$ cat src/hw/rtl/clru_pkg.sv
// ----------------------------------------------------------------------------
// clru_pkg: shared types for the Catmull-Rom line upsampler
// Command flags and index codes used by the front part, the command queue and
// the back part.
// ----------------------------------------------------------------------------
package clru_pkg;

  // Number of entries in the command queue between front and back.
  localparam int unsigned CmdQueueDepth = 2;
  localparam int unsigned CmdPtrWidth   = $clog2(CmdQueueDepth);
  localparam int unsigned CmdCntWidth   = $clog2(CmdQueueDepth + 1);

  // Points of a command: a, b, c, d.
  localparam int unsigned CmdPoints = 4;
  // Coordinates of a point: x, y, z.
  localparam int unsigned Axes      = 3;

  localparam int unsigned PtA = 0;
  localparam int unsigned PtB = 1;
  localparam int unsigned PtC = 2;
  localparam int unsigned PtD = 3;

  localparam int unsigned AxisX = 0;
  localparam int unsigned AxisY = 1;
  localparam int unsigned AxisZ = 2;

  // Position of a line in progress.
  typedef enum logic [2:0] {
    SEEN_NONE = 3'b001,
    SEEN_ONE  = 3'b010,
    SEEN_MANY = 3'b100
  } seen_e;

  // Commands that one input point can produce, in emission order.
  typedef enum logic [3:0] {
    STEP_MID_INNER = 4'b0001,
    STEP_COPY_PREV = 4'b0010,
    STEP_MID_TAIL  = 4'b0100,
    STEP_COPY_LAST = 4'b1000
  } step_e;

  typedef struct packed {
    logic is_mid;
    logic strip_end;
  } cmd_flags_t;

endpackage

$ cat src/hw/rtl/catmull_rom_line_upsampler.sv
// ----------------------------------------------------------------------------
// catmull_rom_line_upsampler: 2x Catmull-Rom upsampler for one grid line
// Each accepted point is registered in the front part; its commands pass
// through the command queue and the output register. Throughput: one result
// beat per cycle while the output is not stalled, set by the single midpoint
// unit in the back part; a point emits 0 to 4 results, one at a time. Reset
// clears the line position and all queues; no clearing pass.
// ----------------------------------------------------------------------------
module catmull_rom_line_upsampler #(
  parameter int unsigned COORD_WIDTH = 24
) (
  input  logic                   clk_i,
  input  logic                   rst_ni,
  input  logic                   in_valid_i,
  output logic                   in_ready_o,
  input  logic [COORD_WIDTH-1:0] pos_x_i,
  input  logic [COORD_WIDTH-1:0] pos_y_i,
  input  logic [COORD_WIDTH-1:0] pos_z_i,
  input  logic                   line_end_i,
  output logic                   out_valid_o,
  input  logic                   out_ready_i,
  output logic [COORD_WIDTH-1:0] out_x_o,
  output logic [COORD_WIDTH-1:0] out_y_o,
  output logic [COORD_WIDTH-1:0] out_z_o,
  output logic                   is_midpoint_o,
  output logic                   strip_end_o
);

  typedef logic [clru_pkg::CmdPoints-1:0][clru_pkg::Axes-1:0][COORD_WIDTH-1:0] cmd_pts_t;

  logic                 fq_valid, fq_ready;
  cmd_pts_t             fq_pts;
  clru_pkg::cmd_flags_t fq_flags;
  logic                 qb_valid, qb_ready;
  cmd_pts_t             qb_pts;
  clru_pkg::cmd_flags_t qb_flags;

  clru_front #(
    .COORD_WIDTH(COORD_WIDTH)
  ) u_front (
    .clk_i       (clk_i),
    .rst_ni      (rst_ni),
    .in_valid_i  (in_valid_i),
    .in_ready_o  (in_ready_o),
    .pos_x_i     (pos_x_i),
    .pos_y_i     (pos_y_i),
    .pos_z_i     (pos_z_i),
    .line_end_i  (line_end_i),
    .cmd_valid_o (fq_valid),
    .cmd_ready_i (fq_ready),
    .cmd_pts_o   (fq_pts),
    .cmd_flags_o (fq_flags)
  );

  clru_queue #(
    .COORD_WIDTH(COORD_WIDTH)
  ) u_queue (
    .clk_i      (clk_i),
    .rst_ni     (rst_ni),
    .wr_valid_i (fq_valid),
    .wr_ready_o (fq_ready),
    .wr_pts_i   (fq_pts),
    .wr_flags_i (fq_flags),
    .rd_valid_o (qb_valid),
    .rd_ready_i (qb_ready),
    .rd_pts_o   (qb_pts),
    .rd_flags_o (qb_flags)
  );

  clru_back #(
    .COORD_WIDTH(COORD_WIDTH)
  ) u_back (
    .clk_i         (clk_i),
    .rst_ni        (rst_ni),
    .cmd_valid_i   (qb_valid),
    .cmd_ready_o   (qb_ready),
    .cmd_pts_i     (qb_pts),
    .cmd_flags_i   (qb_flags),
    .out_valid_o   (out_valid_o),
    .out_ready_i   (out_ready_i),
    .out_x_o       (out_x_o),
    .out_y_o       (out_y_o),
    .out_z_o       (out_z_o),
    .is_midpoint_o (is_midpoint_o),
    .strip_end_o   (strip_end_o)
  );

endmodule

$ cat src/hw/rtl/clru_front.sv
// ----------------------------------------------------------------------------
// clru_front: point intake and command generation
// Holds the line history, classifies each accepted point and issues one
// command per cycle (midpoint or copy) into the command queue while it has room.
// ----------------------------------------------------------------------------
module clru_front #(
  parameter int unsigned COORD_WIDTH = 24
) (
  input  logic                                      clk_i,
  input  logic                                      rst_ni,
  input  logic                                      in_valid_i,
  output logic                                      in_ready_o,
  input  logic [COORD_WIDTH-1:0]                    pos_x_i,
  input  logic [COORD_WIDTH-1:0]                    pos_y_i,
  input  logic [COORD_WIDTH-1:0]                    pos_z_i,
  input  logic                                      line_end_i,
  output logic                                      cmd_valid_o,
  input  logic                                      cmd_ready_i,
  output logic [clru_pkg::CmdPoints-1:0][clru_pkg::Axes-1:0][COORD_WIDTH-1:0] cmd_pts_o,
  output clru_pkg::cmd_flags_t                      cmd_flags_o
);

  typedef logic [clru_pkg::Axes-1:0][COORD_WIDTH-1:0] point_t;

  point_t              pt_in;
  point_t              item_q;
  logic                last_q;
  logic                busy_q, busy_d;
  logic                none_q;
  clru_pkg::step_e     step_q, stop_q;
  clru_pkg::seen_e     seen_q, seen_d;
  point_t              hist_q [3];
  point_t              hist_d [3];
  logic                accept;
  logic                retire;
  logic                push;
  clru_pkg::step_e     start_c, stop_c;
  logic                none_c;

  assign pt_in = {pos_z_i, pos_y_i, pos_x_i};

  assign cmd_valid_o = busy_q & ~none_q;
  assign push        = cmd_valid_o & cmd_ready_i;
  assign retire      = busy_q & (none_q | (push & (step_q == stop_q)));
  assign in_ready_o  = ~busy_q | retire;
  assign accept      = in_valid_i & in_ready_o;

  always_comb begin
    seen_d = seen_q;
    hist_d = hist_q;
    if (retire) begin
      if (last_q) begin
        seen_d = clru_pkg::SEEN_NONE;
      end else if (seen_q == clru_pkg::SEEN_NONE) begin
        seen_d    = clru_pkg::SEEN_ONE;
        hist_d[0] = item_q;
        hist_d[1] = item_q;
        hist_d[2] = item_q;
      end else begin
        seen_d    = clru_pkg::SEEN_MANY;
        hist_d[0] = hist_q[1];
        hist_d[1] = hist_q[2];
        hist_d[2] = item_q;
      end
    end
  end

  always_comb begin
    start_c = clru_pkg::STEP_COPY_LAST;
    stop_c  = clru_pkg::STEP_COPY_LAST;
    none_c  = 1'b0;
    case (seen_d)
      clru_pkg::SEEN_NONE: begin
        start_c = clru_pkg::STEP_COPY_LAST;
      end
      clru_pkg::SEEN_ONE: begin
        start_c = clru_pkg::STEP_MID_TAIL;
        none_c  = ~line_end_i;
      end
      clru_pkg::SEEN_MANY: begin
        start_c = clru_pkg::STEP_MID_INNER;
        stop_c  = line_end_i ? clru_pkg::STEP_COPY_LAST : clru_pkg::STEP_COPY_PREV;
      end
      default: begin
        start_c = clru_pkg::STEP_COPY_LAST;
      end
    endcase
  end

  always_comb begin
    busy_d = busy_q;
    if (accept) begin
      busy_d = 1'b1;
    end else if (retire) begin
      busy_d = 1'b0;
    end
  end

  always_ff @(posedge clk_i or negedge rst_ni) begin
    if (!rst_ni) begin
      busy_q <= 1'b0;
      seen_q <= clru_pkg::SEEN_NONE;
      none_q <= 1'b0;
      step_q <= clru_pkg::STEP_COPY_LAST;
      stop_q <= clru_pkg::STEP_COPY_LAST;
    end else begin
      busy_q <= busy_d;
      seen_q <= seen_d;
      if (accept) begin
        none_q <= none_c;
        step_q <= start_c;
        stop_q <= stop_c;
      end else if (push) begin
        step_q <= clru_pkg::step_e'({step_q[2:0], 1'b0});
      end
    end
  end

  always_ff @(posedge clk_i) begin
    hist_q <= hist_d;
    if (accept) begin
      item_q <= pt_in;
      last_q <= line_end_i;
    end
  end

  always_comb begin
    cmd_pts_o   = '0;
    cmd_flags_o = '0;
    case (step_q)
      clru_pkg::STEP_MID_INNER: begin
        cmd_pts_o[clru_pkg::PtA] = hist_q[0];
        cmd_pts_o[clru_pkg::PtB] = hist_q[1];
        cmd_pts_o[clru_pkg::PtC] = hist_q[2];
        cmd_pts_o[clru_pkg::PtD] = item_q;
        cmd_flags_o.is_mid       = 1'b1;
      end
      clru_pkg::STEP_COPY_PREV: begin
        cmd_pts_o[clru_pkg::PtC] = hist_q[2];
      end
      clru_pkg::STEP_MID_TAIL: begin
        cmd_pts_o[clru_pkg::PtA] = hist_q[1];
        cmd_pts_o[clru_pkg::PtB] = hist_q[2];
        cmd_pts_o[clru_pkg::PtC] = item_q;
        cmd_pts_o[clru_pkg::PtD] = item_q;
        cmd_flags_o.is_mid       = 1'b1;
      end
      clru_pkg::STEP_COPY_LAST: begin
        cmd_pts_o[clru_pkg::PtC] = item_q;
        cmd_flags_o.strip_end    = last_q;
      end
      default: begin
        cmd_pts_o[clru_pkg::PtC] = item_q;
      end
    endcase
  end

endmodule

$ cat src/hw/rtl/clru_queue.sv
// ----------------------------------------------------------------------------
// clru_queue: command queue
// Short register queue that decouples command generation from evaluation.
// ----------------------------------------------------------------------------
module clru_queue #(
  parameter int unsigned COORD_WIDTH = 24
) (
  input  logic                                      clk_i,
  input  logic                                      rst_ni,
  input  logic                                      wr_valid_i,
  output logic                                      wr_ready_o,
  input  logic [clru_pkg::CmdPoints-1:0][clru_pkg::Axes-1:0][COORD_WIDTH-1:0] wr_pts_i,
  input  clru_pkg::cmd_flags_t                      wr_flags_i,
  output logic                                      rd_valid_o,
  input  logic                                      rd_ready_i,
  output logic [clru_pkg::CmdPoints-1:0][clru_pkg::Axes-1:0][COORD_WIDTH-1:0] rd_pts_o,
  output clru_pkg::cmd_flags_t                      rd_flags_o
);

  typedef logic [clru_pkg::CmdPoints-1:0][clru_pkg::Axes-1:0][COORD_WIDTH-1:0] cmd_pts_t;

  cmd_pts_t                          pts_q   [clru_pkg::CmdQueueDepth];
  clru_pkg::cmd_flags_t              flags_q [clru_pkg::CmdQueueDepth];
  logic [clru_pkg::CmdPtrWidth-1:0]  wr_ptr_q, rd_ptr_q;
  logic [clru_pkg::CmdCntWidth-1:0]  count_q, count_d;
  logic                              do_wr, do_rd;

  assign wr_ready_o = (count_q != clru_pkg::CmdCntWidth'(clru_pkg::CmdQueueDepth));
  assign rd_valid_o = (count_q != '0);
  assign do_wr      = wr_valid_i & wr_ready_o;
  assign do_rd      = rd_valid_o & rd_ready_i;
  assign rd_pts_o   = pts_q[rd_ptr_q];
  assign rd_flags_o = flags_q[rd_ptr_q];

  always_comb begin
    count_d = count_q;
    if (do_wr && !do_rd) begin
      count_d = count_q + 1'b1;
    end else if (!do_wr && do_rd) begin
      count_d = count_q - 1'b1;
    end
  end

  always_ff @(posedge clk_i or negedge rst_ni) begin
    if (!rst_ni) begin
      wr_ptr_q <= '0;
      rd_ptr_q <= '0;
      count_q  <= '0;
    end else begin
      count_q <= count_d;
      if (do_wr) begin
        wr_ptr_q <= wr_ptr_q + 1'b1;
      end
      if (do_rd) begin
        rd_ptr_q <= rd_ptr_q + 1'b1;
      end
    end
  end

  always_ff @(posedge clk_i) begin
    if (do_wr) begin
      pts_q[wr_ptr_q]   <= wr_pts_i;
      flags_q[wr_ptr_q] <= wr_flags_i;
    end
  end

endmodule

$ cat src/hw/rtl/clru_back.sv
// ----------------------------------------------------------------------------
// clru_back: midpoint evaluation and output register
// Evaluates (-a + 9b + 9c - d + 8) >> 4 with saturation per axis, or passes a
// copied point, and holds the result beat until it is taken.
// ----------------------------------------------------------------------------
module clru_back #(
  parameter int unsigned COORD_WIDTH = 24
) (
  input  logic                                      clk_i,
  input  logic                                      rst_ni,
  input  logic                                      cmd_valid_i,
  output logic                                      cmd_ready_o,
  input  logic [clru_pkg::CmdPoints-1:0][clru_pkg::Axes-1:0][COORD_WIDTH-1:0] cmd_pts_i,
  input  clru_pkg::cmd_flags_t                      cmd_flags_i,
  output logic                                      out_valid_o,
  input  logic                                      out_ready_i,
  output logic [COORD_WIDTH-1:0]                    out_x_o,
  output logic [COORD_WIDTH-1:0]                    out_y_o,
  output logic [COORD_WIDTH-1:0]                    out_z_o,
  output logic                                      is_midpoint_o,
  output logic                                      strip_end_o
);

  localparam int unsigned SumWidth = COORD_WIDTH + 5;

  typedef logic [clru_pkg::Axes-1:0][COORD_WIDTH-1:0] point_t;

  point_t               res_c;
  point_t               out_q;
  clru_pkg::cmd_flags_t flags_q;
  logic                 valid_q;
  logic                 take;

  for (genvar ax = 0; ax < clru_pkg::Axes; ax++) begin : g_axis
    logic signed [SumWidth-1:0]  a_e, b_e, c_e, d_e, bc, sum;
    logic        [COORD_WIDTH:0] quo;
    logic        [COORD_WIDTH-1:0] mid;

    always_comb begin
      a_e = {{5{cmd_pts_i[clru_pkg::PtA][ax][COORD_WIDTH-1]}}, cmd_pts_i[clru_pkg::PtA][ax]};
      b_e = {{5{cmd_pts_i[clru_pkg::PtB][ax][COORD_WIDTH-1]}}, cmd_pts_i[clru_pkg::PtB][ax]};
      c_e = {{5{cmd_pts_i[clru_pkg::PtC][ax][COORD_WIDTH-1]}}, cmd_pts_i[clru_pkg::PtC][ax]};
      d_e = {{5{cmd_pts_i[clru_pkg::PtD][ax][COORD_WIDTH-1]}}, cmd_pts_i[clru_pkg::PtD][ax]};
      bc  = b_e + c_e;
      sum = (bc <<< 3) + bc - a_e - d_e + SumWidth'(8);
      quo = sum[SumWidth-1:4];
      if (quo[COORD_WIDTH] != quo[COORD_WIDTH-1]) begin
        mid = quo[COORD_WIDTH] ? {1'b1, {(COORD_WIDTH-1){1'b0}}}
                               : {1'b0, {(COORD_WIDTH-1){1'b1}}};
      end else begin
        mid = quo[COORD_WIDTH-1:0];
      end
      res_c[ax] = cmd_flags_i.is_mid ? mid : cmd_pts_i[clru_pkg::PtC][ax];
    end
  end

  assign cmd_ready_o = ~valid_q | out_ready_i;
  assign take        = cmd_valid_i & cmd_ready_o;

  always_ff @(posedge clk_i or negedge rst_ni) begin
    if (!rst_ni) begin
      valid_q <= 1'b0;
    end else if (cmd_ready_o) begin
      valid_q <= cmd_valid_i;
    end
  end

  always_ff @(posedge clk_i) begin
    if (take) begin
      out_q   <= res_c;
      flags_q <= cmd_flags_i;
    end
  end

  assign out_valid_o   = valid_q;
  assign out_x_o       = out_q[clru_pkg::AxisX];
  assign out_y_o       = out_q[clru_pkg::AxisY];
  assign out_z_o       = out_q[clru_pkg::AxisZ];
  assign is_midpoint_o = flags_q.is_mid;
  assign strip_end_o   = flags_q.strip_end;

endmodule
$ cat config.mk
export PLATFORM = sky130hd
export DESIGN_NAME = catmull_rom_line_upsampler
export DESIGN_NICKNAME = d
export VERILOG_FILES = /design/src/hw/rtl/clru_pkg.sv /design/src/hw/rtl/catmull_rom_line_upsampler.sv /design/src/hw/rtl/clru_front.sv /design/src/hw/rtl/clru_queue.sv /design/src/hw/rtl/clru_back.sv
export SDC_FILE = /design/constraint.sdc
export NUM_CORES = 2
export LEC_CHECK = 0
export BUFFER_PORTS_ARGS = -buffer_cell sky130_fd_sc_hd__buf_2
export CORE_MARGIN = 3
export CORE_UTILIZATION = 44
export DETAILED_ROUTE_END_ITERATION = 16
export GPL_TIMING_DRIVEN = 1
export SETUP_SLACK_MARGIN = 0.3
export SYNTH_ARGS = -nofsm -noshare
export SYNTH_HDL_FRONTEND = slang
export SYNTH_SLANG_ARGS = --single-unit
$ cat constraint.sdc
create_clock -name clk_i -period 14.5 [get_ports clk_i]
set_input_delay 1.45 -clock clk_i [delete_from_list [all_inputs] [get_ports clk_i]]
set_output_delay 1.45 -clock clk_i [all_outputs]
set_load 0.02 [all_outputs]
# Yosys cells after proc, flatten, opt, wreduce, memory -nomap -nowiden
# Memories as Yosys holds them, arrays and structs flattened.
# Index checks and enable logic that the tools add are counted.
dict set report word_totals {
  memories 2
  wordCells 115
  output_inout_bits 76
  mem_bits_rw 580
  register_bits 381
  inputBits 77
}
# name depth word_bits read_ports rd_ports_with_merged_regs wr line_no
set memory_table {}
lappend memory_table {u_queue.pts_q 2 288 1 0 1 clru_queue.sv:22} ;# cmd_pts_t pts_q [clru_pkg::CmdQueueDepth];
lappend memory_table {u_queue.flags_q 2 2 1 0 1 clru_queue.sv:23} ;# clru_pkg::cmd_flags_t flags_q [clru_pkg::CmdQueueDepth];
dict set report op_classes {
  bitwise 14
  muxes 30
  n_eq_ne 12
  reduce_logical 11
  n_addsub 19
}
# op count
set ops {}
lappend ops {{144-bit case mux with 2 select lines} 1}
lappend ops {{216-bit two-way mux} 1}
lappend ops {{24-bit two-way mux} 9}
lappend ops {{29-bit by 24-bit subtractor with 29-bit output} 6}
lappend ops {{72-bit two-way mux} 2}
lappend ops {{29-bit adder} 3}
lappend ops {{29-bit by 5-bit adder with 29-bit output (second input constant)} 3}
lappend ops {{24-bit by 24-bit adder with 25-bit output} 3}
lappend ops {{4-bit two-way mux} 4}
lappend ops {{3-bit two-way mux} 3}
lappend ops {{4-bit case mux with 2 select lines} 1}
lappend ops {{2-bit nonzero test} 4}
lappend ops {{1-bit two-way mux} 7}
lappend ops {{1-bit AND} 6}
lappend ops {{1-bit inverter} 5}
lappend ops {{4-bit by 1-bit equality test with 1-bit output (second input constant)} 1}
lappend ops {{4-bit by 2-bit equality test with 1-bit output (second input constant)} 1}
lappend ops {{4-bit by 3-bit equality test with 1-bit output (second input constant)} 1}
lappend ops {{4-bit equality test} 1}
lappend ops {{4-bit equality test (second input constant)} 1}
lappend ops {{2-bit two-way mux} 2}
lappend ops {{2-bit OR reduction} 2}
lappend ops {{3-bit by 1-bit equality test with 1-bit output (second input constant)} 1}
lappend ops {{3-bit by 2-bit equality test with 1-bit output (second input constant)} 1}
lappend ops {{other kinds (10)} 17}

# Depth between registers and ports, before layout
dict set report logic_depth {
  depth_word 10
  mapped_depth 32
  ltp_nobuf 27
}

# Hierarchy
# From an unflattened synthesis, not the netlist that was laid out.
dict set report unflattened {
  cells_unflattened 3772
  area_unflattened_um2 51321.7
}
# mod area_per_inst_um2 n_inst cells_each seq_area_each_um2
set modules_own_cells {}
lappend modules_own_cells {clru_queue 21301.7 1 920 17516.8}
lappend modules_own_cells {clru_back 16163.0 1 1773 2247.2}
lappend modules_own_cells {clru_front 13857.0 1 1079 8957.3}

# Worst setup path after synthesis
# Ideal clock, no wire load.
dict set report synth_timing {
  path_kind {register to register}
  from {register u_queue.count_q[0] in the netlist's numbering}
  to {memory u_queue.flags_q[0][0] in the netlist's numbering, enable pin}
  setup_time_ns 0.948
  arrival_ns 12.772
  path_slack_ns 0.780
  n_path_buf 1
  period_less_slack_ns 13.720
  path_stages_with_launch 4
  required_time_ns 13.552
  path_cell_list {dfrtp_1 -> clkbuf_1 -> o21ai_1 -> nor2_1}
}
dict set report synth_between {
  elab_chain_len 4
}
# element line_no
set synth_rtl {}
lappend synth_rtl {{from (decl)} clru_queue.sv:25} ;# logic [clru_pkg::CmdCntWidth-1:0] count_q, count_d;
lappend synth_rtl {{from (signal assigned)} clru_queue.sv:50} ;# count_q <= count_d;
lappend synth_rtl {{2-bit != test} clru_queue.sv:28} ;# assign wr_ready_o = (count_q != clru_pkg::CmdCntWidth'(clru_pkg::CmdQueueDepth));
lappend synth_rtl {{1-bit AND} clru_queue.sv:30} ;# assign do_wr = wr_valid_i & wr_ready_o;
lappend synth_rtl {{1-bit two-way mux} clru_queue.sv:61} ;# if (do_wr) begin
lappend synth_rtl {{1-bit two-way mux (not written as such)} clru_queue.sv:63} ;# flags_q[wr_ptr_q] <= wr_flags_i;
lappend synth_rtl {{to (decl)} clru_queue.sv:23}
# No other way between the ends.

==> results.sh <==
export IMPL_r2r_start="u_queue.rd_ptr_q"
export IMPL_yosysMostFrequentCell="edfxtp_1"
export IMPL_async_flop_share_pct=1.67
export IMPL_drc=0
export IMPL_synth_edf_count=943
export IMPL_path_class="reg -> reg"
export IMPL_setup_viol=0
export IMPL_clock_latency_ns=0.69
export IMPL_worstHoldStart="u_front.item_q[31]"
export IMPL_cts_hold_buf=0
export IMPL_synth_cells=3763
export IMPL_seqCellArea_um2=28700
export IMPL_min_period_over_period_pct=66.3
export IMPL_rsz0062_at_grt="false"
export IMPL_grt_pass1_vias=29800
export IMPL_syn_area_per_cell_um2=13.3
export IMPL_crit_path_end_kind="flop"
export IMPL_vias=29700
export IMPL_die_h_um=343
export IMPL_cts_resized=0
export IMPL_relSlewSlack_pct=18.4
export IMPL_area_growth_pct=11.7
export IMPL_grt_max_degree=151
export IMPL_core_area_um2=112000
export IMPL_reg2regPathDepth=27
export IMPL_slowest_stage="nor2_2"
export IMPL_worstReg2RegEnd="u_back.out_z_o[6]"
export IMPL_holdCritPathClass="reg -> reg"
export IMPL_slowest_delay_ns=0.90
export IMPL_post_cts_setup_buffers=0
export IMPL_ys_types=78
export IMPL_status="completed"
export IMPL_clock_skew_final_ns=0.0368
export IMPL_worstPathRequired_ns=14.99
export IMPL_grt_pass1_wl_um=177000
export IMPL_synth_seq_area_share_pct=57.6
export IMPL_wl_um=116000
export IMPL_cap_viol_max_count=0
export IMPL_io_pins=153
export IMPL_postRouteAntennaNets=0
export IMPL_gpl_final_weighted_congestion=0.920
export IMPL_finalHoldViolations=0
export IMPL_drtPass1Iterations=6
export IMPL_tightest_slew_ns=1.22
export IMPL_period_minus_slack_ns=9.61
export IMPL_yosysTopAreaCell="edfxtp_1"
export IMPL_synth_top_flop_cell="edfxtp_1"
export IMPL_fillers=9702
export IMPL_reg2reg_slack_ns=4.89
export IMPL_cp_startpoint="u_queue.rd_ptr_q"
export IMPL_hold_path_end="u_front.hist_q[31]"
export IMPL_synth_commonest_cells="edfxtp_1, nand2_1, mux2_2"
export IMPL_antenna_found_initial=8
export IMPL_ys_ff_latch=959
export IMPL_drive_above_1_share_pct=16.6
export IMPL_num_rows=122
export IMPL_synth_warnings=0
export IMPL_first_iter_violations=2150
export IMPL_crit_arrival_ns=10.10
export IMPL_clockBufferDepth=3
export IMPL_grt_usage_pct=19.7
export IMPL_netlist_area_um2=49900
export IMPL_die_w_um=343
export IMPL_initial_core_util_pct=44.7
export IMPL_drv_slew=0
export IMPL_cts_tree="done"
export IMPL_synth_nets=4234
export IMPL_htreeDepth=3
export IMPL_numCtsBuffers=103
export IMPL_cp_start_kind="flop"
export IMPL_clock_root_buffer="clkbuf_16"
export IMPL_die_area_um2=117000
export IMPL_path_clk_slew_ns=0.06
export IMPL_viasPerCell=5.41
export IMPL_multi_input_comb_area_um2=19800
export IMPL_yosys_top_cells_area="edfxtp_1, ha_1, mux2_2"
export IMPL_place_hpwl_um=77100
export IMPL_wl_per_cell_um=21.1
export IMPL_io_buffers=152
export IMPL_max_freq_mhz=104
export IMPL_fin_tns_setup_ns=0
export IMPL_synth_top_area_share_pct=56.8
export IMPL_holdPathStages=0
export IMPL_grt_ovfl_total=0
export IMPL_layout_nets=4389
export IMPL_cts_sinks=959
export IMPL_path_max_fanout=116
[final cells by class]
cell class | count | share of cell area (%)
multi-input cells | 2434 | 35.5
clock buffers | 125 | 4.85
flip-flops and latches | 959 | 51.6
inverters | 234 | 1.59
well taps | 1488 | 3.34
diodes | 5 | 0.0225
clock inverters | 63 | 1.22
repair buffers | 186 | 1.91
[cell families after synthesis]
| group | count (synthesis) | synth area share [%] |
|---|---|---|
| xor+xnor | 170 | 3.06 |
| simple gates | 822 | 7.25 |
| flops | 959 | 57.6 |
| mux | 367 | 8.08 |
| compound gates | 679 | 9.33 |
| buf+inv | 370 | 2.86 |
| fa+ha+maj | 396 | 11.8 |
[cell usage in the layout, fill, tap and decap left out, types with 14 or more instances in the layout]
cell / synthesis / routed
nand3_1: 27 / 27
clkbuf_16: 0 / 104
o21ai_0: 117 / 117
edfxtp_1: 943 / 943
ha_1: 268 / 268
xnor2_1: 106 / 105
mux2_2: 284 / 284
a31oi_1: 14 / 14
nand2_1: 508 / 508
mux2i_1: 83 / 82
o21ai_1: 17 / 16
nor2_1: 95 / 93
a21o_1: 80 / 80
buf_2: 5 / 152
a22o_1: 145 / 145
inv_1: 232 / 230
fa_1: 126 / 126
and2_1: 80 / 79
xor2_1: 60 / 60
nor2b_1: 18 / 18
nand2b_1: 17 / 17
buf_4: 3 / 30
clkinv_1: 0 / 23
clkbuf_1: 100 / 19
o21bai_1: 17 / 17
o21a_1: 25 / 25
a21oi_1: 154 / 154
nor3_1: 20 / 20
[worst max-delay path by stage]
| stage | to | slack (ns) | cells past startpoint |
|---|---|---|---|
| CTS | u_back.out_z_o[6] | 4.81 | 27 |
| global route | u_back.out_z_o[6] | 4.19 | 29 |
| global placement | u_back.out_x_o[8] | 5.06 | 27 |
| detailed placement | u_back.out_x_o[1] | 4.84 | 27 |
| finish | u_back.out_z_o[6] | 4.89 | 27 |
| floorplan | u_queue.flags_q[0][0] | 0.78 | 3 |
[registers in the layout, indices dropped and copies added (netlist names), 3 cells and up]
register / count
u_queue.flags_q: 4
u_front.seen_q: 3
u_front.hist_q: 216
u_front.step_q: 4
u_front.item_q: 72
u_queue.pts_q: 576
u_back.out_y_o: 24
u_back.out_z_o: 24
u_back.out_x_o: 24
[worst max-delay path: cells and delay by family (launching register included)]
family          cells  cell delay, ns
compound gates     11            2.54
xor+xnor            3            0.84
fa+ha+maj           5            1.55
flops               1            0.81
simple gates        4            1.76
buf+inv             3            1.37
mux                 1            0.44
[metal layers]
| layer | wire length [um] | vias to the layer above | GRT usage [%] |
|---|---|---|---|
| li1 | - | 14100 | - |
| met1 | 54900 | 14700 | 28.6 |
| met2 | 51400 | 717 | 30.1 |
| met3 | 7230 | 145 | 3.90 |
| met4 | 2420 | 4 | 5.37 |
| met5 | 27 | - | 0 |
[stage by stage]
stage | hold slack [ns] | area [um^2] | setup WS (ns) | instances | util (%)
finish | 0.496 | 55700 | 4.89 | 5494 | 49.9
global route | 0.514 | 55700 | 4.19 | 5489 | 49.9
floorplan | 0.452 | 49900 | 0.780 | 3763 | -
global placement | 0.473 | 52300 | 5.06 | 5301 | 46.9
CTS | 0.501 | 55700 | 4.81 | 5489 | 49.9
detailed placement | 0.489 | 52300 | 4.84 | 5301 | 46.9
Power is left out: the tool's default activity adds up to more than one toggle a clock period on the data nets, which glitch-free logic cannot reach.
